## src/rtl/assert_macros.svh

```systemverilog
// Assertion macros shared by the RTL that checks itself.
// Depends on nothing; include by bare file name.
`ifndef ASSERT_MACROS_SVH
`define ASSERT_MACROS_SVH

// Implication checked on every rising clk edge, off during reset.
`define SACT_ASSERT(label, prop) \
  label: assert property (@(posedge clk) disable iff (rst) (prop)) \
    else $error("assertion failed");

// Same check, but also held during reset.
`define SACT_ASSERT_ALWAYS(label, prop) \
  label: assert property (@(posedge clk) (prop)) \
    else $error("assertion failed");

`endif

```

## src/rtl/sact_pkg.sv

```systemverilog
// Package for the set-associative tag lookup: defaults, codes, state type.
// Used by every module of the block.
`timescale 1ns / 1ps
package sact_pkg;

  localparam int DEF_WAYS       = 4;
  localparam int DEF_SETS       = 256;
  localparam int DEF_ADDR_WIDTH = 32;

  localparam logic [31:0] SAT32 = 32'hFFFF_FFFF;

  // configuration register indexes
  localparam logic [2:0] REG_POLICY      = 3'd0;
  localparam logic [2:0] REG_WAYS_IN_USE = 3'd1;
  localparam logic [2:0] REG_SET_BITS    = 3'd2;
  localparam logic [2:0] REG_BLOCK_BITS  = 3'd3;

  localparam logic POLICY_LFU = 1'b0;
  localparam logic POLICY_LRU = 1'b1;

  typedef enum logic [2:0] {
    B_CLEAR,
    B_IDLE,
    B_SCAN,
    B_WRITE
  } back_state_t;

  typedef struct packed {
    logic clearing;
    logic busy;
  } sact_status_t;

  function automatic logic [31:0] sat_inc(input logic [31:0] v);
    return (v == SAT32) ? v : v + 32'd1;
  endfunction

endpackage

```

## src/rtl/sact_queue.sv

```systemverilog
// Two-entry queue between the lookup front end and the back end.
// Uses sact_pkg only by convention of the project.
`timescale 1ns / 1ps
module sact_queue import sact_pkg::*; #(
  parameter int W = 40
) (
  input  logic         clk,
  input  logic         rst,
  input  logic         wr,
  input  logic [W-1:0] wdata,
  input  logic         rd,
  output logic [W-1:0] rdata,
  output logic         full,
  output logic         empty
);
  logic [W-1:0] slot [2];
  logic         wptr;
  logic         rptr;
  logic [1:0]   count;

  always_ff @(posedge clk) begin
    if (rst) begin
      wptr  <= 1'b0;
      rptr  <= 1'b0;
      count <= 2'd0;
    end else begin
      if (wr) begin
        wptr <= ~wptr;
      end
      if (rd) begin
        rptr <= ~rptr;
      end
      count <= count + 2'(wr) - 2'(rd);
    end
  end

  always_ff @(posedge clk) begin
    if (wr) begin
      slot[wptr] <= wdata;
    end
  end

  assign rdata = slot[rptr];
  assign full  = (count == 2'd2);
  assign empty = (count == 2'd0);
endmodule

```

## config.mk

```make
export PLATFORM = sky130hd
export DESIGN_NAME = sact_queue
export DESIGN_NICKNAME = d
export VERILOG_FILES = /design/src/rtl/assert_macros.svh /design/src/rtl/sact_pkg.sv /design/src/rtl/sact_queue.sv
export SDC_FILE = /design/constraint.sdc
export NUM_CORES = 1
export LEC_CHECK = 0
export ABC_AREA = 1
export BUFFER_PORTS_ARGS = -buffer_cell sky130_fd_sc_hd__buf_4
export CORE_ASPECT_RATIO = 0.5
export CORE_MARGIN = 1
export CORE_UTILIZATION = 50
export CTS_BUF_LIST = sky130_fd_sc_hd__clkbuf_4 sky130_fd_sc_hd__clkbuf_8 sky130_fd_sc_hd__clkbuf_16
export DETAILED_ROUTE_END_ITERATION = 8
export PLACE_DENSITY = 0.82
export SETUP_SLACK_MARGIN = 0.05
export SYNTH_ARGS = -nofsm -noshare
export SYNTH_HDL_FRONTEND = slang
export SYNTH_SLANG_ARGS = --single-unit
```

## constraint.sdc

```tcl
create_clock -name clk -period 3.75 [get_ports clk]
set_input_delay 0.75 -clock clk [delete_from_list [all_inputs] [get_ports clk]]
set_output_delay 0.75 -clock clk [all_outputs]
set_load 0.005 [all_outputs]
```

==> results of run 1 <==
[final cells by class]
| cell class | instances | area, µm² | area share |
|---|---|---|---|
| Sequential cell | 85 | 2500 | 0.602 |
| Timing Repair Buffer | 86 | 646 | 0.155 |
| Multi-Input combinational cell | 58 | 552 | 0.133 |
| Clock buffer | 9 | 225 | 0.0541 |
| Tap cell | 84 | 105 | 0.0253 |
| Clock inverter | 7 | 100 | 0.0241 |
| Inverter | 8 | 30.0 | 0.00722 |
[stage by stage]
stage | cells | util
floorplan | 155 | -
global placement | 321 | 0.667
detailed placement | 321 | 0.667
CTS | 337 | 0.723
global route | 337 | 0.723
finish | 337 | 0.723
[worst min-delay path by stage]
stage	startpoint	depth (start not counted)	endpoint	slack, ns
floorplan	rptr	2	flip-flop	0.48
global placement	rptr	2	rptr	0.49
detailed placement	rptr	2	flip-flop	0.50
CTS	rptr	2	flip-flop	0.53
global route	rptr	2	rptr	0.54
finish	rptr	2	flip-flop	0.53
[registers in the layout, summed over array words and instances, names as in the netlist, named ones only]
| register | flops |
|---|---|
| rptr | 1 |
| count | 2 |
| slot | 80 |
| wptr | 1 |
[where the power goes]
part | total (µW) | switching [µW] | leakage, µW | internal (µW)
Combinational | 224 | 85.4 | 0.000644 | 138
Clock | 936 | 351 | 0.000148 | 585
Sequential | 1130 | 30.2 | 0.000793 | 1100
Total | 2290 | 466 | 0.00158 | 1820
[synthesized netlist by cell type]
master and count:
nor3_1 1, xnor2_1 1, a21oi_1 1, buf_6 4, nor2_1 8, edfxtp_1 80, dfxtp_1 5, nand2_1 4
nand3_1 1, inv_1 8, ha_1 2, mux2_2 40
[cell families after synthesis]
group,Yosys count,share of synthesized area
buffers and inverters,12,0.0240
xor gates and xnor gates,1,0.00281
AOI/OAI and AO/OA,1,0.00160
and+or+nand+nor,14,0.0176
DFF,85,0.802
muxes,40,0.144
adders and majority gates,2,0.00801
[per-layer routing]
layer / vias to the layer above / GRT usage / routed length [µm]
met1: 812 / 0.196 / 2140
met3: 12 / 0.0774 / 253
met2: 43 / 0.307 / 2880
met4: 0 / 0.0846 / 116
li1: 777 / - / -
met5: - / 0 / 0
[critical path, delay by kind of cell, from the launching register on]
kind | cells | cell delay [ns]
flip-flops | 1 | 0.93
multiplexers | 1 | 0.42
buffers and inverters | 1 | 0.14
==> results_dict.tcl, run 1 <==
set metrics [dict create \
    worstRegToRegCells 3 \
    ctsHoldBuffers 0 \
    grt_max_degree 41 \
    fin_ws_ns 1.15 \
    slowest_stage "dfxtp_2" \
    fin_crit_sh 0.693 \
    synthesis.area_um2 3120 \
    syn_nets 201 \
    crit-reg2reg-launch "wptr" \
    setup-tns-final_ns 0 \
    maxSlewViolCount 0 \
    cts_num_sinks 85 \
    slew_headroom 0.234 \
    worstPathRequired_ns 3.00 \
    post_dp_cell_area_um2 3840 \
    rows 19 \
    area_growth_pct 33.3 \
    floorplan.initialDensity 0.543 \
    avgSynthCellArea_um2 20.1 \
    cts_buffers 9 \
    cts_resized 0 \
    layout_common_cells "86 x buf_4, 80 x edfxtp_1, 40 x mux2_2" \
    track_usage 0.179 \
    powerDensity_nw_per_um2 550 \
    vias_per_cell 4.88 \
    crit_chain "mux2_2 > buf_4" \
    io_pins 86 \
    synth_area_leaders "edfxtp_1 77%, mux2_2 14%, dfxtp_1 3.2%" \
    p_leak_uw 0.00158 \
    cp-start-kind "flip-flop" \
    wl_per_cell_um 16.0 \
    ir_drop_v 0.000388 \
    rsz0062_at_grt "no" \
    reg2reg_to "slot[1][16]" \
    dieArea_um2 6580 \
    cp-end-kind "primary output" \
    grt-ovfl-total 0 \
    path_max_fanout 40 \
    chipHeight_um 57.9 \
    ys_types 12 \
    gp_congestion 0.715 \
    synth_area_leader_cell "edfxtp_1" \
    first_pass_iters 4 \
    final_nets 294 \
    n_antenna_cell 0 \
    yosysSeqAreaShare 0.802 \
    dp_slack_ns 1.23 \
    final_common_cell "buf_4" \
    drive_gt1_frac 0.569 \
    crit_type "reg -> out" \
    tightest_slew_ns 1.15 \
    drt-initial-drc-count 70 \
    ant_nets 0 \
    max_freq_ghz 0.385 \
    max_cap_viol_count 0 \
    ys_warn_count 0 \
    finalCriticalPeriod_ns 2.60 \
    holdWs_ns 0.531 \
    fin_skew_ns 0.00663 \
    syn_inst 155 \
    grt_pass1_wl_um 8240 \
    routed-via-count 1644 \
    rrSetupSlack_ns 1.84 \
    ctsRootBufferMaster "clkbuf_16" \
    hpwl_um 3620 \
    status "completed" \
    final_area_um2 4160 \
    clkTransAtPathRegs_ns 0.06 \
    remaining_drc_errors 0 \
    crit_path_max_incr_delay_ns 0.93 \
    core-area_um2 5750 \
    synth_top_area_frac 0.770 \
    ys_seq_elements 85 \
    finalSetupViolations 0 \
    cts-htree-levels 3 \
    cts_tree "yes" \
    hold_viol 0 \
    worstPathArrival_ns 1.85 \
    cts_buffer_depth 2 \
    post_cts_buffers 0 \
    die_width_um 114 \
    insertion_delay_ns 0.33 \
    n_fill_cell 382 \
    crit_end "rdata[33]" \
    wl_um 5390 \
    io_buffers 85 \
    antenna_found_initial 0 \
    totalPowerFinal_uw 2290 \
    grt_pass1_vias 1691 \
    hold_path.class "reg -> reg" \
]
Power figures use the tool's default switching activity.
==> run 2, diff against run 1 <==
clock period = 2.7 ns   (was 3.75 ns; I/O delays follow)
==> results_dict.tcl, run 2 (synthesis gave the netlist of run 1 again) <==
set metrics [dict create \
    status "completed" \
    setup-tns-final_ns 0 \
    area_growth_pct 33.9 \
    post_cts_buffers 0 \
    ctsRootBufferMaster "clkbuf_16" \
    rows 19 \
    n_fill_cell 380 \
    cts_resized 0 \
    largest_register_ffs 80 \
    drt-initial-drc-count 64 \
    cts_num_sinks 85 \
    ant_nets 0 \
    final_nets 297 \
    first_pass_iters 4 \
    top_register "slot" \
    antenna_found_initial 0 \
    ir_drop_v 0.000519 \
    cts_buffer_depth 2 \
    dr_wl_met3_um 251 \
    cp-start-kind "flip-flop" \
    cts-htree-levels 3 \
    top_regs "slot: 80 flops, count: 2 flops" \
    clkTransAtPathRegs_ns 0.06 \
    wl_um 5580 \
    vias_per_cell 4.93 \
    tightest_slew_ns 0.600 \
    fin_ws_ns 0.449 \
    layout_common_cells "87 x buf_4, 80 x edfxtp_1, 40 x mux2_2" \
    maxSlewViolCount 0 \
    ctsHoldBuffers 0 \
    grt_pass1_wl_um 8420 \
    dieArea_um2 6580 \
    finalCriticalPeriod_ns 2.25 \
    gp_congestion 0.673 \
    track_usage 0.186 \
    cts_buffers 9 \
    wl_met1_um 2070 \
    max_cap_viol_count 0 \
    highest_layer "met4" \
    floorplan.initialDensity 0.543 \
    crit_type "reg -> out" \
    hpwl_um 3650 \
    finalSetupViolations 0 \
    core-area_um2 5750 \
    max_freq_ghz 0.444 \
    fin_crit_sh 0.834 \
    routed-via-count 1677 \
    worstPathRequired_ns 2.16 \
    grt_max_degree 25 \
    worstPathArrival_ns 1.71 \
    grt_pass1_vias 1767 \
    slew_headroom 0.599 \
    p_leak_uw 0.00162 \
    n_antenna_cell 0 \
    fin_skew_ns 0.00439 \
    totalPowerFinal_uw 3090 \
    die_width_um 114 \
    cp-end-kind "primary output" \
    cts_tree "yes" \
    hold_viol 0 \
    path_max_fanout 23 \
    utilization 0.727 \
    met2_length_um 3060 \
    wl_per_cell_um 16.4 \
    io_pins 86 \
    final_cells 340 \
    powerDensity_nw_per_um2 740 \
    final_common_cell "buf_4" \
    grt-ovfl-total 0 \
    insertion_delay_ns 0.34 \
    chipHeight_um 57.9 \
    drive_gt1_frac 0.574 \
    hold_path.class "in -> reg" \
    dp_slack_ns 0.795 \
    remaining_drc_errors 0 \
    dp.cells 324 \
    io_buffers 85 \
    rsz0062_at_grt "no" \
]
run 2: changes by cell type in the layout (fill, tap and decap cells not counted), sizes merged:
| cell | previous run | this run |
|---|---|---|
| buf | 86 | 89 |
| bufinv | 2 | 1 |
| inv | 7 | 8 |
| clkbuf | 9 | 11 |
| clkinv | 3 | 4 |
| clkinvlp | 3 | 0 |
run 2: worst paths after layout:
path                       to  slack (ns)  cells past startpoint      start
setup / recovery     rdata[5]        0.45                      3  flip-flop
hold / removal    slot[1][19]        0.39                      1  wdata[19]
setup reg to reg  slot[0][16]        1.29                      2       wptr
hold reg to reg          rptr        0.52                      2       rptr
run 2: cell type report:
class                           instances  area [µm²]  area share
Clock buffer                           11         246      0.0590
Inverter                                8        30.0     0.00718
Tap cell                               84         105      0.0251
Sequential cell                        85        2500       0.599
Multi-Input combinational cell         58         552       0.132
Timing Repair Buffer                   89         693       0.166
Clock inverter                          5        50.0      0.0120
run 2: per-stage QoR:
step	instance area [µm²]	hold slack [ns]
detailed placement	3880	0.511
finish	4180	0.385
global placement	3880	0.496
CTS	4180	0.373
global route	4180	0.375
floorplan	3120	0.480
run 2: where the power goes:
group	internal [µW]	leakage [µW]	switching, µW
registers	1520	0.000793	30.1
logic	203	0.000674	138
clock network	744	0.000152	456
run 2: worst max-delay path, stage by stage, from the launching register on:
cell and delay (ns):
dfxtp_2 0.61, buf_12 0.25, mux2_2 0.36, buf_4 0.14
run 2: layer usage:
metal | global-route usage | vias up
li1 | - | 778
met1 | 0.185 | 839
met2 | 0.334 | 42
met3 | 0.0701 | 18
met4 | 0.126 | 0
met5 | 0 | -
