[src/rtl/assert_macros.svh]
// Assertion macros shared by the RTL that checks itself.
// Depends on nothing; include by bare file name.
`ifndef ASSERT_MACROS_SVH
`define ASSERT_MACROS_SVH

// Implication checked on every rising clk edge, off during reset.
`define SACT_ASSERT(label, prop) \
  label: assert property (@(posedge clk) disable iff (rst) (prop)) \
    else $error("assertion failed");

// Same check, but also held during reset.
`define SACT_ASSERT_ALWAYS(label, prop) \
  label: assert property (@(posedge clk) (prop)) \
    else $error("assertion failed");

`endif

[src/rtl/sact_pkg.sv]
// Package for the set-associative tag lookup: defaults, codes, state type.
// Used by every module of the block.
`timescale 1ns / 1ps
package sact_pkg;

  localparam int DEF_WAYS       = 4;
  localparam int DEF_SETS       = 256;
  localparam int DEF_ADDR_WIDTH = 32;

  localparam logic [31:0] SAT32 = 32'hFFFF_FFFF;

  // configuration register indexes
  localparam logic [2:0] REG_POLICY      = 3'd0;
  localparam logic [2:0] REG_WAYS_IN_USE = 3'd1;
  localparam logic [2:0] REG_SET_BITS    = 3'd2;
  localparam logic [2:0] REG_BLOCK_BITS  = 3'd3;

  localparam logic POLICY_LFU = 1'b0;
  localparam logic POLICY_LRU = 1'b1;

  typedef enum logic [2:0] {
    B_CLEAR,
    B_IDLE,
    B_SCAN,
    B_WRITE
  } back_state_t;

  typedef struct packed {
    logic clearing;
    logic busy;
  } sact_status_t;

  function automatic logic [31:0] sat_inc(input logic [31:0] v);
    return (v == SAT32) ? v : v + 32'd1;
  endfunction

endpackage

[src/rtl/sact_front.sv]
// Front end: takes address transactions and splits them into set and tag.
// Depends on sact_pkg; feeds sact_queue.
`timescale 1ns / 1ps
module sact_front import sact_pkg::*; #(
  parameter int SETS       = DEF_SETS,
  parameter int ADDR_WIDTH = DEF_ADDR_WIDTH,
  parameter int SET_W      = 8
) (
  input  logic                  push,
  output logic                  full,
  input  logic [ADDR_WIDTH-1:0] address,
  input  logic [3:0]            set_bits,
  input  logic [4:0]            block_bits,
  input  sact_status_t          status,
  input  logic                  q_full,
  output logic                  q_wr,
  output logic [SET_W-1:0]      q_set,
  output logic [ADDR_WIDTH-1:0] q_tag
);
  localparam int MSB = $clog2(SETS + 1) - 1;  // floor log2

  logic [3:0]       sb_eff;
  logic [5:0]       shamt;
  logic [SET_W-1:0] set_mask;
  logic [ADDR_WIDTH-1:0] above_off;

  always_comb begin
    sb_eff    = (32'(set_bits) > MSB) ? 4'(MSB) : set_bits;
    shamt     = 6'(sb_eff) + 6'(block_bits);
    set_mask  = {SET_W{1'b1}} >> (SET_W - int'(sb_eff));
    above_off = address >> block_bits;
    q_set     = above_off[SET_W-1:0] & set_mask;
    q_tag     = address >> shamt;
  end

  assign full = q_full | status.clearing;
  assign q_wr = push & ~full;
endmodule

[config.mk]
export PLATFORM = sky130hd
export DESIGN_NAME = sact_front
export DESIGN_NICKNAME = d
export VERILOG_FILES = /design/src/rtl/assert_macros.svh /design/src/rtl/sact_pkg.sv /design/src/rtl/sact_front.sv
export SDC_FILE = /design/constraint.sdc
export NUM_CORES = 1
export LEC_CHECK = 0
export BUFFER_PORTS_ARGS = -buffer_cell sky130_fd_sc_hd__buf_2
export CORE_UTILIZATION = 30
export DETAILED_ROUTE_END_ITERATION = 8
export PLACE_DENSITY_LB_ADDON = 0.05
export REMOVE_ABC_BUFFERS = 1
export SYNTH_ARGS = -nofsm -noshare
export SYNTH_HDL_FRONTEND = slang
export SYNTH_SLANG_ARGS = --single-unit
[constraint.sdc]
create_clock -name vclk -period 5.18
set_clock_uncertainty 0.1 [all_clocks]
set_input_delay 1.036 -clock vclk [all_inputs]
set_output_delay 1.036 -clock vclk [all_outputs]
set_load 0.01 [all_outputs]
==> results.py, run 1 <==
metrics = {
    "run_status": {
        "status": "completed",
    },
    "layout": {
        "utilization_pct": 36.9,
        "clock_buffers": 0,
        "layout.nets": 572,
        "stdcell_area_um2": 4190,
        "drive_above_1_share_pct": 34.6,
        "final_common_cell": "buf_2",
        "instances_no_fill": 663,
        "final_cell_mix": "buf_2 (86), mux2i_1 (54), nor2_1 (53), nand2_1 (46), buf_4 (35)",
        "antenna_cells": 0,
        "area_growth_syn_to_layout_pct": 19.8,
        "n_sequential_cell": 0,
        "ff_latch_area_um2": 0,
    },
    "global_route": {
        "grt_pass1_wl_um": 21000,
        "overflow": 0,
        "antenna_found_initial": 0,
        "grt_util_all_layers_pct": 22.7,
        "grt_max_degree": 43,
        "grt_pass1_vias": 3672,
    },
    "drt": {
        "drtIter0Drc": 249,
        "viasPerCell": 5.90,
        "routed_wl_um": 13800,
        "antenna_left": 0,
        "drc_errors": 0,
        "dr_total_vias": 3913,
        "wl_per_cell_um": 20.8,
        "dr.pass1.iters": 4,
    },
    "timing": {
        "tns_ns": 0,
        "period_minus_slack_ns": 5.02,
        "slew_violations": 0,
        "max_freq_mhz": 199,
        "period_share_pct": 97.0,
        "rsz0062_at_grt": "no",
        "worst_slack_ns": 0.157,
        "tightestPinTransition_ns": 0.541,
        "hold_viol_final": 0,
        "slew_headroom_pct": 63.7,
        "setup_viol": 0,
        "hold_slack_ns": 2.26,
    },
    "floorplan": {
        "initial_core_util_pct": 30.8,
        "die_w_um": 110,
        "fp.dieH_um": 110,
        "core_area_um2": 11400,
        "rows": 39,
        "ios": 87,
        "dieArea_um2": 12100,
    },
    "placement": {
        "placed_area_um2": 4170,
        "io_buffers": 86,
        "globalplace.congestion": 0.860,
        "post-place-ws_ns": 0.0502,
        "dpl.hpwl_um": 11100,
        "placed_cells": 661,
    },
    "yosys": {
        "synthCells": 436,
        "seq_area_frac_synth_pct": 0,
        "synth_cell_type_count": 67,
        "syn_area_um2": 3500,
        "synth.avg_cell_area_um2": 8.03,
        "ys_warn_count": 0,
    },
    "critical_path": {
        "path_class": "in2out",
        "cp.arrival_ns": 3.89,
        "critPathLaunchType": "primary input",
        "cp.required_ns": 4.04,
        "cp_max_fo": 8,
        "cp-end-kind": "output pin",
    },
    "pwr": {
        "totalPowerFinal_mw": 0.752,
        "peakVddDrop_v": 0.0000725,
        "leakage_nw": 1.85,
        "power_density_nw_per_um2": 179,
    },
    "min_path": {
        "min_path_type": "in2out",
    },
    "job": {
        "cap_violations": 0,
    },
}
logic make-up after synthesis:
group           share of synthesized area [%]
simple gates                             21.1
buf+inv                                  6.86
fa+ha+maj                                2.00
xor+xnor                                 3.54
mux                                      46.1
compound gates                           20.4
critical path, cell delays in order:
cell      delay (ns)
buf_2           0.11
nand2b_4        0.17
inv_6           0.06
ha_1            0.19
inv_1           0.07
fa_2            0.40
xnor2_4         0.34
mux4_2          0.37
a222oi_1        0.47
buf_4           0.19
nand2_1         0.05
a211o_1         0.30
buf_2           0.14
per-layer routing:
layer / vias up / global-route usage, % / share of wire [%]
li1: 1853 / - / -
met1: 1911 / 32.9 / 46
met2: 135 / 37.8 / 47
met3: 14 / 0.764 / 5.2
met4: 0 / 3.90 / 1.9
met5: - / 0 / 0
cell usage after synthesis, types with 3 or more instances:
master / count / area [um2]
a211o_1: 3 / 26.3
a211oi_1: 11 / 82.6
a21o_1: 3 / 22.5
a21oi_1: 24 / 120
a221oi_1: 4 / 35.0
a31oi_1: 5 / 31.3
a32o_1: 3 / 30.0
a32oi_1: 3 / 26.3
and2_1: 7 / 43.8
and3_1: 6 / 37.5
buf_2: 11 / 55.1
buf_6: 4 / 45.0
clkbuf_1: 18 / 67.6
ha_1: 4 / 50.1
inv_1: 6 / 22.5
mux2_1: 12 / 135
mux2_2: 12 / 135
mux2i_1: 55 / 551
mux4_2: 34 / 766
nand2_1: 46 / 173
nand2b_1: 8 / 50.1
nand3_1: 4 / 20.0
nor2_1: 53 / 199
nor2b_1: 4 / 25.0
nor3_1: 11 / 55.1
nor3b_1: 3 / 22.5
nor4_1: 3 / 18.8
o211ai_1: 3 / 22.5
o21a_1: 5 / 37.5
o21ai_0: 6 / 30.0
o21ai_1: 8 / 40.0
o221ai_1: 3 / 26.3
o22ai_1: 3 / 18.8
o2bb2ai_1: 3 / 26.3
o31a_1: 3 / 26.3
o31ai_1: 3 / 22.5
or3_1: 3 / 18.8
xnor2_1: 5 / 43.8
worst paths after layout:
check | startpoint | end | slack, ns | cells after the start
worst min-delay path | q_full | full | 2.26 | 3
worst max-delay path | set_bits[3] | q_tag[1] | 0.16 | 13
timing repair:
action / CTS / global route
setup endpoints to repair: 0 / 11
setup buffers: 0 / 2
hold buffers: 0 / 0
gates resized for setup: 0 / 2
where the power goes:
part           switching [mW]  total (mW)  internal, mW
Combinational           0.419       0.752         0.333
Sequential                  0           0             0
Clock                       0           0             0
Total                   0.419       0.752         0.333
final cells by class:
| cell class | count | area [um2] |
|---|---|---|
| fillers | 1244 | 7180 |
| multi-input cells | 388 | 3270 |
| repair buffers | 121 | 693 |
| well taps | 143 | 179 |
| inverters | 11 | 46.3 |
(Power assumes the default switching activity.)
==> run 2, diff against run 1 <==
--- a/config.mk
+++ b/config.mk
@@ -6,10 +6,13 @@
 export NUM_CORES = 1
 export LEC_CHECK = 0
 export BUFFER_PORTS_ARGS = -buffer_cell sky130_fd_sc_hd__buf_2
+export CORE_ASPECT_RATIO = 1.5
 export CORE_UTILIZATION = 30
 export DETAILED_ROUTE_END_ITERATION = 8
+export MAX_ROUTING_LAYER = met4
 export PLACE_DENSITY_LB_ADDON = 0.05
 export REMOVE_ABC_BUFFERS = 1
+export SLEW_MARGIN = 20
 export SYNTH_ARGS = -nofsm -noshare
 export SYNTH_HDL_FRONTEND = slang
 export SYNTH_SLANG_ARGS = --single-unit
==> run 2 against run 1 <==
  * Die area about the same
  * Flip-flop and latch count unchanged
  * Combinational power increased by 3%
  * Routed wire length increased by 3.4%
  * Critical path depth increased by 1
  * Via count increased by 0.33%
  * Count of clock-buffer cells in the layout unchanged
  * Core utilization increased by 0.49 points
==> results.py, run 2 (synthesis gave the netlist of run 1 again) <==
metrics = {
    "global_route": {
        "grt_pass1_wl_um": 22000,
        "overflow": 0,
        "antenna_found_initial": 0,
        "grt_pass1_vias": 3864,
        "grt_util_all_layers_pct": 23.7,
        "grt_max_degree": 44,
    },
    "drt": {
        "antenna_left": 0,
        "dr_total_vias": 3926,
        "dr_wl_met2_um": 7550,
        "drc_errors": 0,
        "met3_wirelength_um": 477,
        "dr.pass1.iters": 4,
        "wl_per_cell_um": 21.1,
        "highest_layer": "met4",
        "wirelength_met1_um": 5810,
        "drtIter0Drc": 258,
        "viasPerCell": 5.82,
        "routed_wl_um": 14200,
    },
    "floorplan": {
        "ios": 87,
        "dieArea_um2": 12100,
        "rows": 48,
        "fp.dieH_um": 134,
        "initial_core_util_pct": 30.7,
        "die_w_um": 90.2,
        "core_area_um2": 11400,
    },
    "timing": {
        "tns_ns": 0,
        "tightestPinTransition_ns": 0.573,
        "rsz0062_at_grt": "no",
        "slew_headroom_pct": 61.8,
        "period_minus_slack_ns": 5.00,
        "setup_viol": 0,
        "slew_violations": 0,
        "hold_slack_ns": 2.26,
        "period_share_pct": 96.6,
        "max_freq_mhz": 200,
        "hold_viol_final": 0,
        "worst_slack_ns": 0.177,
    },
    "layout": {
        "ff_latch_area_um2": 0,
        "layout.nets": 576,
        "final_cell_mix": "buf_2 (86), nor2_1 (53), mux2i_1 (52), nand2_1 (46), buf_4 (37)",
        "area_growth_syn_to_layout_pct": 21.8,
        "n_sequential_cell": 0,
        "final_common_cell": "buf_2",
        "antenna_cells": 0,
        "utilization_pct": 37.4,
        "clock_buffers": 0,
        "n_fill_cell": 1268,
        "drive_above_1_share_pct": 35.5,
        "stdcell_area_um2": 4260,
    },
    "placement": {
        "placed_area_um2": 4220,
        "post-place-ws_ns": 0.0636,
        "dpl.hpwl_um": 11400,
        "globalplace.congestion": 0.936,
        "io_buffers": 86,
    },
    "pwr": {
        "peakVddDrop_v": 0.0000489,
        "leakage_nw": 1.88,
        "power_density_nw_per_um2": 181,
    },
    "critical_path": {
        "cp.required_ns": 4.04,
        "path_class": "in2out",
        "cp-end-kind": "output pin",
        "cp_max_fo": 6,
        "critPathLaunchType": "primary input",
        "cp.arrival_ns": 3.87,
    },
    "run_status": {
        "status": "completed",
    },
    "min_path": {
        "min_to": "full",
        "hold_start": "q_full",
        "min_path_type": "in2out",
        "whs_path_depth": 3,
    },
    "job": {
        "cap_violations": 0,
    },
}
run 2: changes by cell type in the layout (fill, tap and decap cells not counted), sizes merged:
| cell | previous run | this run |
|---|---|---|
| buf | 121 | 125 |
run 2: worst max path at each step:
| stage | from | end | slack, ns |
|---|---|---|---|
| floorplan | set_bits[3] | q_tag[5] | -0.07 |
| CTS | set_bits[3] | q_tag[5] | 0.04 |
| finish | set_bits[3] | q_tag[1] | 0.18 |
| detailed placement | set_bits[3] | q_tag[5] | 0.06 |
| global route | set_bits[3] | q_tag[1] | 0.06 |
| global placement | set_bits[3] | q_tag[5] | 0.05 |
run 2: per-stage QoR:
stage               power (mW)  instances
floorplan                0.461        399
global placement         0.754        670
detailed placement       0.755        670
CTS                      0.758        670
global route             0.831        674
finish                   0.771        674
run 2: timing repair:
item,CTS,global route
resized for setup,0,4
setup buffers,0,4
hold buffers,0,0
endpoints found under the setup margin,0,1
run 2: per-layer routing:
layer / global-route usage [%] / up-vias
met3: 0.907 / 28
met2: 43.6 / 137
met1: 28.0 / 1904
met5: - / -
li1: - / 1857
met4: 6.27 / 0
run 2: power by group:
group	leakage, nW	switching (mW)	internal (mW)	total (mW)
Combinational	1.88	0.426	0.345	0.771
Sequential	0	0	0	0
Clock	0	0	0	0
run 2: layout make-up:
type	count	area, um2	share of cell area [%]
tap	150	188	4.40
multi-input combinational	388	3280	77.0
inverter	11	46.3	1.09
timing repair buffer	125	748	17.6
run 2: worst max-delay path, cell delays in order:
cell      delay (ns)
buf_2           0.10
nand2b_4        0.18
inv_6           0.06
ha_1            0.16
inv_1           0.06
fa_2            0.39
xnor2_4         0.31
buf_4           0.17
mux4_2          0.30
a222oi_1        0.41
buf_4           0.20
nand2_1         0.05
a211o_1         0.29
buf_2           0.14
